[src/rtl/xoshiro_pkg.sv]
// shared types, constants and command/status structs of the xoshiro256** generator
`default_nettype none

package xoshiro_pkg;

  localparam int unsigned WORD_W  = 64;
  localparam int unsigned HALF_W  = 32;
  localparam int unsigned NUM_WORDS = 4;

  // splitmix64 seeding constants
  localparam logic [WORD_W-1:0] SM_INCREMENT = 64'h9E37_79B9_7F4A_7C15;
  localparam logic [WORD_W-1:0] SM_MUL_A     = 64'hBF58_476D_1CE4_E5B9;
  localparam logic [WORD_W-1:0] SM_MUL_B     = 64'h94D0_49BB_1331_11EB;

  // xoshiro256 update shift and rotate amounts are fixed at 17 and 45
  localparam int unsigned XS_SHIFT = 17;
  localparam int unsigned XS_ROT   = 45;

  // jump-ahead polynomial, one bit per update step
  localparam logic [NUM_WORDS-1:0][WORD_W-1:0] JUMP_CONST = {
    64'h39AB_DC45_29B1_661C,
    64'hA958_2618_E03F_C9AA,
    64'hD5A6_1266_F0C9_392C,
    64'h180E_C6D3_3CFD_0ABA
  };

  // partial products of one truncated 64x64 multiply
  localparam logic [1:0] MUL_PART_LO    = 2'd0;
  localparam logic [1:0] MUL_PART_CROSS = 2'd1;
  localparam logic [1:0] MUL_PART_LAST  = 2'd2;

  typedef enum logic [1:0] {
    KIND_NEXT = 2'd0,
    KIND_SEED = 2'd1,
    KIND_JUMP = 2'd2
  } kind_t;

  typedef enum logic [3:0] {
    ST_IDLE,
    ST_SCRAMBLE,
    ST_SEED_PRE,
    ST_SEED_MUL_A,
    ST_SEED_MID,
    ST_SEED_MUL_B,
    ST_SEED_WRITE,
    ST_JUMP,
    ST_JUMP_COMMIT
  } state_t;

  typedef struct packed {
    logic       capture_next;  // take w1*5 and advance the words
    logic       load_seed;     // latch seed, restart word index
    logic       mix_pre;       // z = s ^ (s >> 30)
    logic       mul_step;      // one partial product into the accumulator
    logic [1:0] mul_part;
    logic       mul_sel_b;     // second mix multiplier
    logic       mix_mid;       // z = acc ^ (acc >> 27)
    logic       seed_write;    // word[k] = acc ^ (acc >> 31), s += increment
    logic       jump_clear;
    logic       jump_step;
    logic       jump_commit;
    logic       out_load;
  } dp_cmd_t;

  typedef struct packed {
    logic word_last;
    logic jump_last;
  } dp_status_t;

endpackage

`default_nettype wire

[src/rtl/xoshiro_dp.sv]
// datapath: generator words, splitmix multiplier, jump accumulator, output register
`default_nettype none

module xoshiro_dp
  import xoshiro_pkg::*;
(
  input  wire logic              clk,
  input  wire logic              rst_n,
  input  wire logic [WORD_W-1:0] seed,
  input  wire dp_cmd_t           cmd,
  output dp_status_t             status,
  output logic [WORD_W-1:0]      random_value
);

  logic [NUM_WORDS-1:0][WORD_W-1:0] words_r, words_nxt;
  logic [NUM_WORDS-1:0][WORD_W-1:0] words_adv;
  logic [NUM_WORDS-1:0][WORD_W-1:0] jacc_r;
  logic [7:0]                       jump_step_r;
  logic [1:0]                       word_idx_r;
  logic [WORD_W-1:0]                p5_r, s_r, z_r, acc_r, out_r;
  logic [WORD_W-1:0]                mul_const;
  logic [HALF_W-1:0]                mul_a, mul_b;
  logic [WORD_W-1:0]                mul_p;
  logic [WORD_W-1:0]                rot_p5;
  logic                             jump_bit;

  function automatic logic [NUM_WORDS-1:0][WORD_W-1:0] advance(
    input logic [NUM_WORDS-1:0][WORD_W-1:0] w
  );
    logic [WORD_W-1:0] t, w0, w1, w2, w3;
    t  = w[1] << XS_SHIFT;
    w2 = w[2] ^ w[0];
    w3 = w[3] ^ w[1];
    w1 = w[1] ^ w2;
    w0 = w[0] ^ w3;
    w2 = w2 ^ t;
    w3 = {w3[WORD_W-XS_ROT-1:0], w3[WORD_W-1:WORD_W-XS_ROT]};
    return {w3, w2, w1, w0};
  endfunction

  assign words_adv = advance(words_r);

  // shared 32x32 multiplier, low 64 bits of z * const built from three products
  assign mul_const = cmd.mul_sel_b ? SM_MUL_B : SM_MUL_A;
  always_comb begin
    case (cmd.mul_part)
      MUL_PART_LO: begin
        mul_a = z_r[HALF_W-1:0];
        mul_b = mul_const[HALF_W-1:0];
      end
      MUL_PART_CROSS: begin
        mul_a = z_r[HALF_W-1:0];
        mul_b = mul_const[WORD_W-1:HALF_W];
      end
      default: begin
        mul_a = z_r[WORD_W-1:HALF_W];
        mul_b = mul_const[HALF_W-1:0];
      end
    endcase
  end
  assign mul_p = WORD_W'(mul_a) * WORD_W'(mul_b);

  assign jump_bit = JUMP_CONST[jump_step_r[7:6]][jump_step_r[5:0]];

  always_comb begin
    words_nxt = words_r;
    if (cmd.capture_next || cmd.jump_step) begin
      words_nxt = words_adv;
    end else if (cmd.seed_write) begin
      words_nxt[word_idx_r] = acc_r ^ (acc_r >> 31);
    end else if (cmd.jump_commit) begin
      words_nxt = jacc_r;
    end
  end

  always_ff @(posedge clk) begin
    if (!rst_n) begin
      words_r     <= '0;
      jump_step_r <= '0;
      word_idx_r  <= '0;
    end else begin
      words_r <= words_nxt;
      if (cmd.jump_step) begin
        jump_step_r <= jump_step_r + 8'd1;
      end
      if (cmd.load_seed) begin
        word_idx_r <= '0;
      end else if (cmd.seed_write) begin
        word_idx_r <= word_idx_r + 2'd1;
      end
    end
  end

  assign rot_p5 = {p5_r[WORD_W-8:0], p5_r[WORD_W-1:WORD_W-7]};

  always_ff @(posedge clk) begin
    if (cmd.capture_next) begin
      p5_r <= words_r[1] + (words_r[1] << 2);
    end
    if (cmd.load_seed) begin
      s_r <= seed;
    end else if (cmd.seed_write) begin
      s_r <= s_r + SM_INCREMENT;
    end
    if (cmd.mix_pre) begin
      z_r <= s_r ^ (s_r >> 30);
    end else if (cmd.mix_mid) begin
      z_r <= acc_r ^ (acc_r >> 27);
    end
    if (cmd.mul_step) begin
      if (cmd.mul_part == MUL_PART_LO) begin
        acc_r <= mul_p;
      end else begin
        acc_r <= acc_r + {mul_p[HALF_W-1:0], {HALF_W{1'b0}}};
      end
    end
    if (cmd.jump_clear) begin
      jacc_r <= '0;
    end else if (cmd.jump_step && jump_bit) begin
      jacc_r <= jacc_r ^ words_r;
    end
    if (cmd.out_load) begin
      out_r <= rot_p5 + (rot_p5 << 3);
    end
  end

  assign status.word_last = (word_idx_r == 2'd3);
  assign status.jump_last = (jump_step_r == 8'hFF);
  assign random_value     = out_r;

endmodule

`default_nettype wire

[src/rtl/xoshiro_ctrl.sv]
// controller: item sequencing, multiply steps and output valid
`default_nettype none

module xoshiro_ctrl
  import xoshiro_pkg::*;
(
  input  wire logic       clk,
  input  wire logic       rst_n,
  input  wire logic       in_valid,
  input  wire logic [1:0] in_kind,
  output logic            in_stall,
  output logic            out_valid,
  input  wire logic       out_stall,
  input  wire dp_status_t status,
  output dp_cmd_t         cmd
);

  state_t     state_r, state_nxt;
  logic [1:0] part_r, part_nxt;
  logic       out_valid_r, out_valid_nxt;
  logic       slot_free;
  logic       mul_last;

  assign slot_free = !out_valid_r || !out_stall;
  assign mul_last  = (part_r == MUL_PART_LAST);

  // next state
  always_comb begin
    state_nxt = state_r;
    case (state_r)
      ST_IDLE: begin
        if (in_valid) begin
          case (kind_t'(in_kind))
            KIND_NEXT: state_nxt = ST_SCRAMBLE;
            KIND_SEED: state_nxt = ST_SEED_PRE;
            KIND_JUMP: state_nxt = ST_JUMP;
            default:   state_nxt = ST_IDLE;
          endcase
        end
      end
      ST_SCRAMBLE:    if (slot_free) state_nxt = ST_IDLE;
      ST_SEED_PRE:    state_nxt = ST_SEED_MUL_A;
      ST_SEED_MUL_A:  if (mul_last) state_nxt = ST_SEED_MID;
      ST_SEED_MID:    state_nxt = ST_SEED_MUL_B;
      ST_SEED_MUL_B:  if (mul_last) state_nxt = ST_SEED_WRITE;
      ST_SEED_WRITE:  state_nxt = status.word_last ? ST_IDLE : ST_SEED_PRE;
      ST_JUMP:        if (status.jump_last) state_nxt = ST_JUMP_COMMIT;
      ST_JUMP_COMMIT: state_nxt = ST_IDLE;
      default:        state_nxt = ST_IDLE;
    endcase
  end

  // outputs and commands
  always_comb begin
    cmd           = '0;
    cmd.mul_part  = part_r;
    in_stall      = (state_r != ST_IDLE);
    out_valid_nxt = out_valid_r && out_stall;
    case (state_r)
      ST_IDLE: begin
        if (in_valid) begin
          case (kind_t'(in_kind))
            KIND_NEXT: cmd.capture_next = 1'b1;
            KIND_SEED: cmd.load_seed    = 1'b1;
            KIND_JUMP: cmd.jump_clear   = 1'b1;
            default:   cmd.load_seed    = 1'b0;
          endcase
        end
      end
      ST_SCRAMBLE: begin
        if (slot_free) begin
          cmd.out_load  = 1'b1;
          out_valid_nxt = 1'b1;
        end
      end
      ST_SEED_PRE:   cmd.mix_pre = 1'b1;
      ST_SEED_MUL_A: cmd.mul_step = 1'b1;
      ST_SEED_MID:   cmd.mix_mid = 1'b1;
      ST_SEED_MUL_B: begin
        cmd.mul_step  = 1'b1;
        cmd.mul_sel_b = 1'b1;
      end
      ST_SEED_WRITE:  cmd.seed_write  = 1'b1;
      ST_JUMP:        cmd.jump_step   = 1'b1;
      ST_JUMP_COMMIT: cmd.jump_commit = 1'b1;
      default:        cmd.mul_step    = 1'b0;
    endcase
  end

  assign part_nxt = (cmd.mul_step && !mul_last) ? part_r + 2'd1 : MUL_PART_LO;

  always_ff @(posedge clk) begin
    if (!rst_n) begin
      state_r     <= ST_IDLE;
      part_r      <= MUL_PART_LO;
      out_valid_r <= 1'b0;
    end else begin
      state_r     <= state_nxt;
      part_r      <= part_nxt;
      out_valid_r <= out_valid_nxt;
    end
  end

  assign out_valid = out_valid_r;

endmodule

`default_nettype wire

[src/rtl/xoshiro256ss_generator_core.sv]
// top level of the xoshiro256** generator: controller plus datapath
//
//  channel | direction | handshake            | payload
//  in_     | input     | in_valid / in_stall   | in_kind[1:0], in_seed[63:0]
//  out_    | output    | out_valid / out_stall | out_random_value[63:0]
//
// next transaction: accept, then scramble into the output register;
//   the scramble cycle waits while a previous result is still stalled at out_
// seed transaction: sequenced around the single shared 32x32 multiplier
//   (4 words x (pre-mix, 3 partial products, mid-mix, 3 partial products, write))
// jump transaction: one xoshiro update step per cycle over 256 bits
// reset clears the generator words, so the block must be seeded before use;
//   no clearing pass is needed and in_stall drops right after reset
`default_nettype none

module xoshiro256ss_generator_core
  import xoshiro_pkg::*;
(
  input  wire logic        clk,
  input  wire logic        rst_n,
  input  wire logic        in_valid,
  output logic             in_stall,
  input  wire logic [1:0]  in_kind,
  input  wire logic [63:0] in_seed,
  output logic             out_valid,
  input  wire logic        out_stall,
  output logic [63:0]      out_random_value
);

  dp_cmd_t    cmd;
  dp_status_t status;

  // sequencing of every transaction kind, and the output valid flag
  xoshiro_ctrl u_ctrl (
    .clk       (clk),
    .rst_n     (rst_n),
    .in_valid  (in_valid),
    .in_kind   (in_kind),
    .in_stall  (in_stall),
    .out_valid (out_valid),
    .out_stall (out_stall),
    .status    (status),
    .cmd       (cmd)
  );

  // state words, seeding arithmetic, jump accumulator and result register
  xoshiro_dp u_dp (
    .clk          (clk),
    .rst_n        (rst_n),
    .seed         (in_seed),
    .cmd          (cmd),
    .status       (status),
    .random_value (out_random_value)
  );

endmodule

`default_nettype wire

[config.mk]
export PLATFORM = sky130hd
export DESIGN_NAME = xoshiro256ss_generator_core
export DESIGN_NICKNAME = d
export VERILOG_FILES = /design/src/rtl/xoshiro_pkg.sv /design/src/rtl/xoshiro_dp.sv /design/src/rtl/xoshiro_ctrl.sv /design/src/rtl/xoshiro256ss_generator_core.sv
export SDC_FILE = /design/constraint.sdc
export NUM_CORES = 2
export LEC_CHECK = 0
export BUFFER_PORTS_ARGS = -buffer_cell sky130_fd_sc_hd__buf_4
export CAP_MARGIN = 20
export CORE_AREA = 4 4 402 404
export CTS_BUF_LIST = sky130_fd_sc_hd__clkbuf_16
export DETAILED_ROUTE_END_ITERATION = 12
export DIE_AREA = 0 0 406 408
export PLACE_DENSITY = 0.66
export SKIP_CTS_REPAIR_TIMING = 1
export SLEW_MARGIN = 10
export SYNTH_ARGS = -nofsm -noshare
export SYNTH_HDL_FRONTEND = slang
export SYNTH_SLANG_ARGS = --single-unit
[constraint.sdc]
create_clock -name clk -period 10.6 [get_ports clk]
set_input_delay 2.12 -clock clk [delete_from_list [all_inputs] [get_ports clk]]
set_output_delay 2.12 -clock clk [all_outputs]
set_load 0.005 [all_outputs]
# [Word-level counts from Yosys, hierarchy flattened]
# Cells that the tools add are included.
[classes] n_lt_le_gt_ge=4 eq_ne=19 reduce_logical=21 mux=44 add_sub_neg=7 mul=1 n_bitwise=10
[ops] cell="$mux 256" count=3
[ops] cell="$mux 64" count=7
[ops] cell="$xor 64x64->64" count=5
[ops] cell="$bwmux 256" count=1
[ops] cell="$xor 256x256->256" count=1
[ops] cell="$add 64x64->64" count=3
[ops] cell="$bmux 64 s2" count=1
[ops] cell="$demux 64 s2" count=1
[ops] cell="$add 64x64->64 const B" count=1
[ops] cell="$mul 32x32->64" count=1
[ops] cell="$mux 32" count=2
[ops] cell="$xor 64x33->64" count=1
[ops] cell="$xor 64x34->64" count=1
[ops] cell="$xor 64x37->64" count=1
[ops] cell="$mux 62" count=1
[ops] cell="$pmux 4 s8" count=1
[ops] cell="$mux 4" count=5
[ops] cell="$mux 1" count=17
[ops] cell="$eq 4x3->1 const B" count=4
[ops] cell="$pmux 3 s3" count=1
[ops] cell="$add 8x1->8 const B" count=1
[ops] cell="$eq 4x2->1 const B" count=2
[ops] cell="$eq 8x8->1 const B" count=1
[ops] cell="$lt 6x7->1 const B" count=1
[ops] cell="other kinds (23)" count=43
[word_totals] output_inout_bits=66 register_bits=849 elab_cells=124

# [Depth between registers and ports, before layout]
[logic_depth] ltp_word=7 mapped_depth=45 ltp_nobuf=43

# [Hierarchy]
# From an unflattened synthesis, not the netlist that was laid out.
[unflattened] cells_unflattened=8941 hier_area_um2=79568.8
[by_module_without_submodules] mod="xoshiro_dp" cells_per_inst=8874 n_inst=1 area_each_um2=79037.1
[by_module_without_submodules] mod="xoshiro_ctrl" cells_per_inst=67 n_inst=1 area_each_um2=531.8

# [Worst setup path after synthesis]
# OpenSTA, ideal clock, no wires.
[synth_timing] path_type="reg-to-reg" start="register u_ctrl.state_r[1]" end="register u_dp.acc_r[63] (data pin)" path_slack_ns=0.610 t_arrival_ns=9.719 stages_incl_launch_ff=42 cell_sequence="dfxtp_1 -> buf_1 -> nor2_1 -> nand2_1 -> clkbuf_1 -> clkbuf_1 -> clkbuf_1 -> ha_1 -> clkbuf_1 -> nand2b_1 -> fa_1 -> inv_1 -> fa_1 -> inv_1 -> fa_1 -> fa_1 -> inv_1 -> ha_1 -> (+6 left out) -> or3_1 -> a31o_2 -> a21oi_1 -> o21ai_0 -> a21o_1 -> xor2_1 -> ha_1 -> nand2_1 -> nor3_1 -> o211ai_1 -> or3_1 -> o21ai_0 -> a21oi_1 -> o21a_1 -> o21ai_0 -> xnor2_1 -> nor2_1 -> a21oi_1"
[synth_between] elab_chain_len=7
[synth_lines] item="from (decl)" line_no="xoshiro_ctrl.sv:18" source="state_t state_r, state_nxt;"
[synth_lines] item="from (signal assigned)" line_no="xoshiro_ctrl.sv:98" source="state_r <= state_nxt;"
[synth_lines] item="$eq 4x3->1 *" line_no="xoshiro_ctrl.sv:59" source="case (state_r)"
[synth_lines] item="$mux 1 *" line_no="xoshiro_ctrl.sv:59"
[synth_lines] item="$mux 62 *" line_no="xoshiro_dp.sv:44" source="assign mul_const = cmd.mul_sel_b ? SM_MUL_B : SM_MUL_A;"
[synth_lines] item="$mux 32 *" line_no="xoshiro_dp.sv:46" source="case (cmd.mul_part)"
[synth_lines] item="$mul 32x32->64 *" line_no="xoshiro_dp.sv:61" source="assign mul_p = WORD_W'(mul_a) * WORD_W'(mul_b);"
[synth_lines] item="$add 64x64->64" line_no="xoshiro_dp.sv:114" source="acc_r <= acc_r + {mul_p[HALF_W-1:0], {HALF_W{1'b0}}};"
[synth_lines] item="$mux 64 *" line_no="xoshiro_dp.sv:111" source="if (cmd.mul_part == MUL_PART_LO) begin"
[synth_lines] item="to (signal assigned)" line_no="xoshiro_dp.sv:112" source="acc_r <= mul_p;"
[synth_lines] item="to (signal assigned)" line_no="xoshiro_dp.sv:114"
[synth_lines] item="to (decl)" line_no="xoshiro_dp.sv:20" source="logic [WORD_W-1:0] p5_r, s_r, z_r, acc_r, out_r;"
# Every way passes the cells marked *; elsewhere a longest branch is shown, timed or not.
# A chain may end at the register's enable or synchronous reset.

# [Final worst setup path]
[layout_timing] start="register u_ctrl.state_r[0]" end="register u_dp.acc_r[58] (data pin)"
# Same word-level chain as after synthesis.

==> metrics.yaml <==
die_height_um: 408
min_period_over_period_pct: 96.4
wire_length_of_the_first_global_routing_pass_um: 412000
cts.htree.levels: 3
first_iter_violations: 7279
drt-pass1-iter-count: 9
ant_nets: 0
setup_violations: 0
gp_congestion: 1.05
dominantRegCellSynth: "dfxtp_1"
dr_total_vias: 64100
grt-ovfl-total: 0
final-max-slew-violation-count: 0
fin_tns_setup_ns: 0
critical_path.slowest_cell: "ha_1"
worst_path_largest_cell_delay_ns: 0.72
clock_sink_count: 849
synth_compound_gate_area_share_pct: 14.4
portBuffers: 135
syn-instance-count: 8646
drt_via_density: 5.95
max_slew_margin_pct: 24.2
layout.filler_cells: 14500
synth_top_family_by_area: "adder cells"
syn_to_final_growth_pct: 8.66
cap_viol_max_count: 0
drc_errors: 0
synthXorXnorAreaFrac_pct: 9.05
period_needed_ns: 10.22
max_freq_mhz: 97.9
wirelength_um: 275000
post_synth.cell_area_avg_um2: 9.08
die_width_um: 406
synth.top_cell.area_share_pct: 21.0
worst-endpoint-arrival_ns: 10.63
critical_path.most_common_cell: "fa_1"
synth-edff-count: 320
multi_input_area_mm2: 0.0531
gr-usage-all-layers_pct: 33.0
fin_worst_skew_ns: 0.0840
rsz0062_at_grt: "no"
grt_max_degree: 176
seq_area_frac_synth_pct: 25.7
worst_pin_slew_ns: 1.13
routedWlPerCell_um: 25.5
synth_cell_type_count: 77
timing.critical_path.fanout_max: 17
netlist_area_mm2: 0.0785
ctsRootBufferMaster: "clkbuf_16"
ys_top_cells_by_area: "fa_1 21%, dfxtp_1 13%, edfxtp_1 12%"
cts_inserted_buffers: 98
maximum_clock_insertion_buffer_count: 3
mostFrequentLayoutCell: "inv_1"
dp_hpwl_um: 210000
yosysWarnings: 0
yosys.area_share.adder_pct: 29.2
core_mm2: 0.158
cts.clk_slew.worst_paths_ns: 0.06
yosys_register_bits: 849
design.die.area_mm2: 0.166
synthesis.nets: 10100
first_global_vias: 63900
antenna_found_initial: 13
drive_gt1_share_pct: 7.38
finalHoldViolations: 0
synth-simple-area-share_pct: 13.6
clk_latency_ns: 0.75
placementRows: 146
worst-setup-path-type: "flop to flop"
share_of_synthesized_flip_flops_with_an_asynchronous_set_or_reset_pct: 0
most-common-layout-cells: "1015 x inv_1, 825 x fa_1, 795 x nor2_1"
min-delay-path-class: "flop to flop"
num_io_pins: 136
most_area_hungry_cell_type_in_the_yosys_netlist: "fa_1"
clock_tree_from_tritoncts: "built"
start_util_pct: 49.7
kind_of_end_point_of_the_critical_path: "flop"
net_total_in_the_final_layout: 10000
status: "completed"
seq_area_mm2: 0.0202
cp.required_ns: 11.01
setup.worst_path.start_class: "flop"
synth.area.mux_share_pct: 1.01
[per-layer routing]
metal / share of wire [%] / up-vias / GRT usage (%)
met1: 42 / 31800 / 46.8
met2: 42 / 3079 / 47.8
met4: 5.2 / 6 / 14.5
met3: 11 / 603 / 7.81
met5: 0.015 / - / 0
li1: - / 28600 / -
[cell type report]
type / count / area share [%]
inverter: 993 / 4.37
sequential: 849 / 23.7
antenna: 3 / 0.00880
timing repair buffer: 334 / 3.06
multi-input combinational: 6344 / 62.2
tap: 2072 / 3.04
clock buffer: 100 / 2.93
clock inverter: 85 / 0.697
[logic make-up after synthesis]
logic type / count (synthesis)
mux: 71
xor+xnor: 811
fa+ha+maj: 1335
flops: 849
simple gates: 2334
compound gates: 1793
buf+inv: 1453
[final timing paths]
kind / startpoint / end / slack, ns / cells after the start
worst min register to register: u_dp.p5_r[57] / u_dp.random_value[0] / 0.48 / 0
worst min-delay path: u_dp.p5_r[57] / u_dp.random_value[0] / 0.48 / 0
worst max-delay path: u_ctrl.state_r[0] / u_dp.acc_r[58] / 0.38 / 31
worst max register to register: u_ctrl.state_r[0] / u_dp.acc_r[58] / 0.38 / 31
[cells in the mapped netlist (all sizes together), types with 117 or more instances]
library cell	number
nor2	797
nor2b	167
fa	825
inv	989
a21oi	505
ha	510
edfxtp	320
clkbuf	395
nand3	117
xor2	534
o21ai	478
a21o	157
nand2	691
xnor2	277
dfxtp	529
[flip-flops by register name, summed over array words and instances (netlist names), 4 cells and up]
signal,count
u_dp.random_value,64
u_dp.z_r,64
u_dp.jacc_r,256
u_ctrl.state_r,4
u_dp.words_r,256
u_dp.p5_r,64
u_dp.jump_step_r,8
u_dp.acc_r,64
u_dp.s_r,64
[critical path, delay by kind of cell, from the launching register on]
family / cells / cell delay, ns
compound gates: 9 / 2.25
xor+xnor: 1 / 0.20
fa+ha+maj: 10 / 5.21
buf+inv: 8 / 1.10
flops: 1 / 0.47
simple gates: 3 / 0.64
[metrics by stage]
stage / cell area (µm²) / utilization, % / std cells / hold WS, ns / setup slack (ns)
CTS: 85200 / 54.0 / 10800 / 0.476 / 0.336
finish: 85300 / 54.1 / 10800 / 0.475 / 0.382
floorplan: 78500 / - / 8646 / 0.433 / 0.610
detailed placement: 82100 / 52.0 / 10600 / 0.462 / 0.409
global placement: 82100 / 52.0 / 10600 / 0.447 / 0.512
global route: 85300 / 54.0 / 10800 / 0.497 / 0.0100
Power is not shown: default switching activity piles up to over one toggle a cycle in this logic, so the estimate is an artifact.
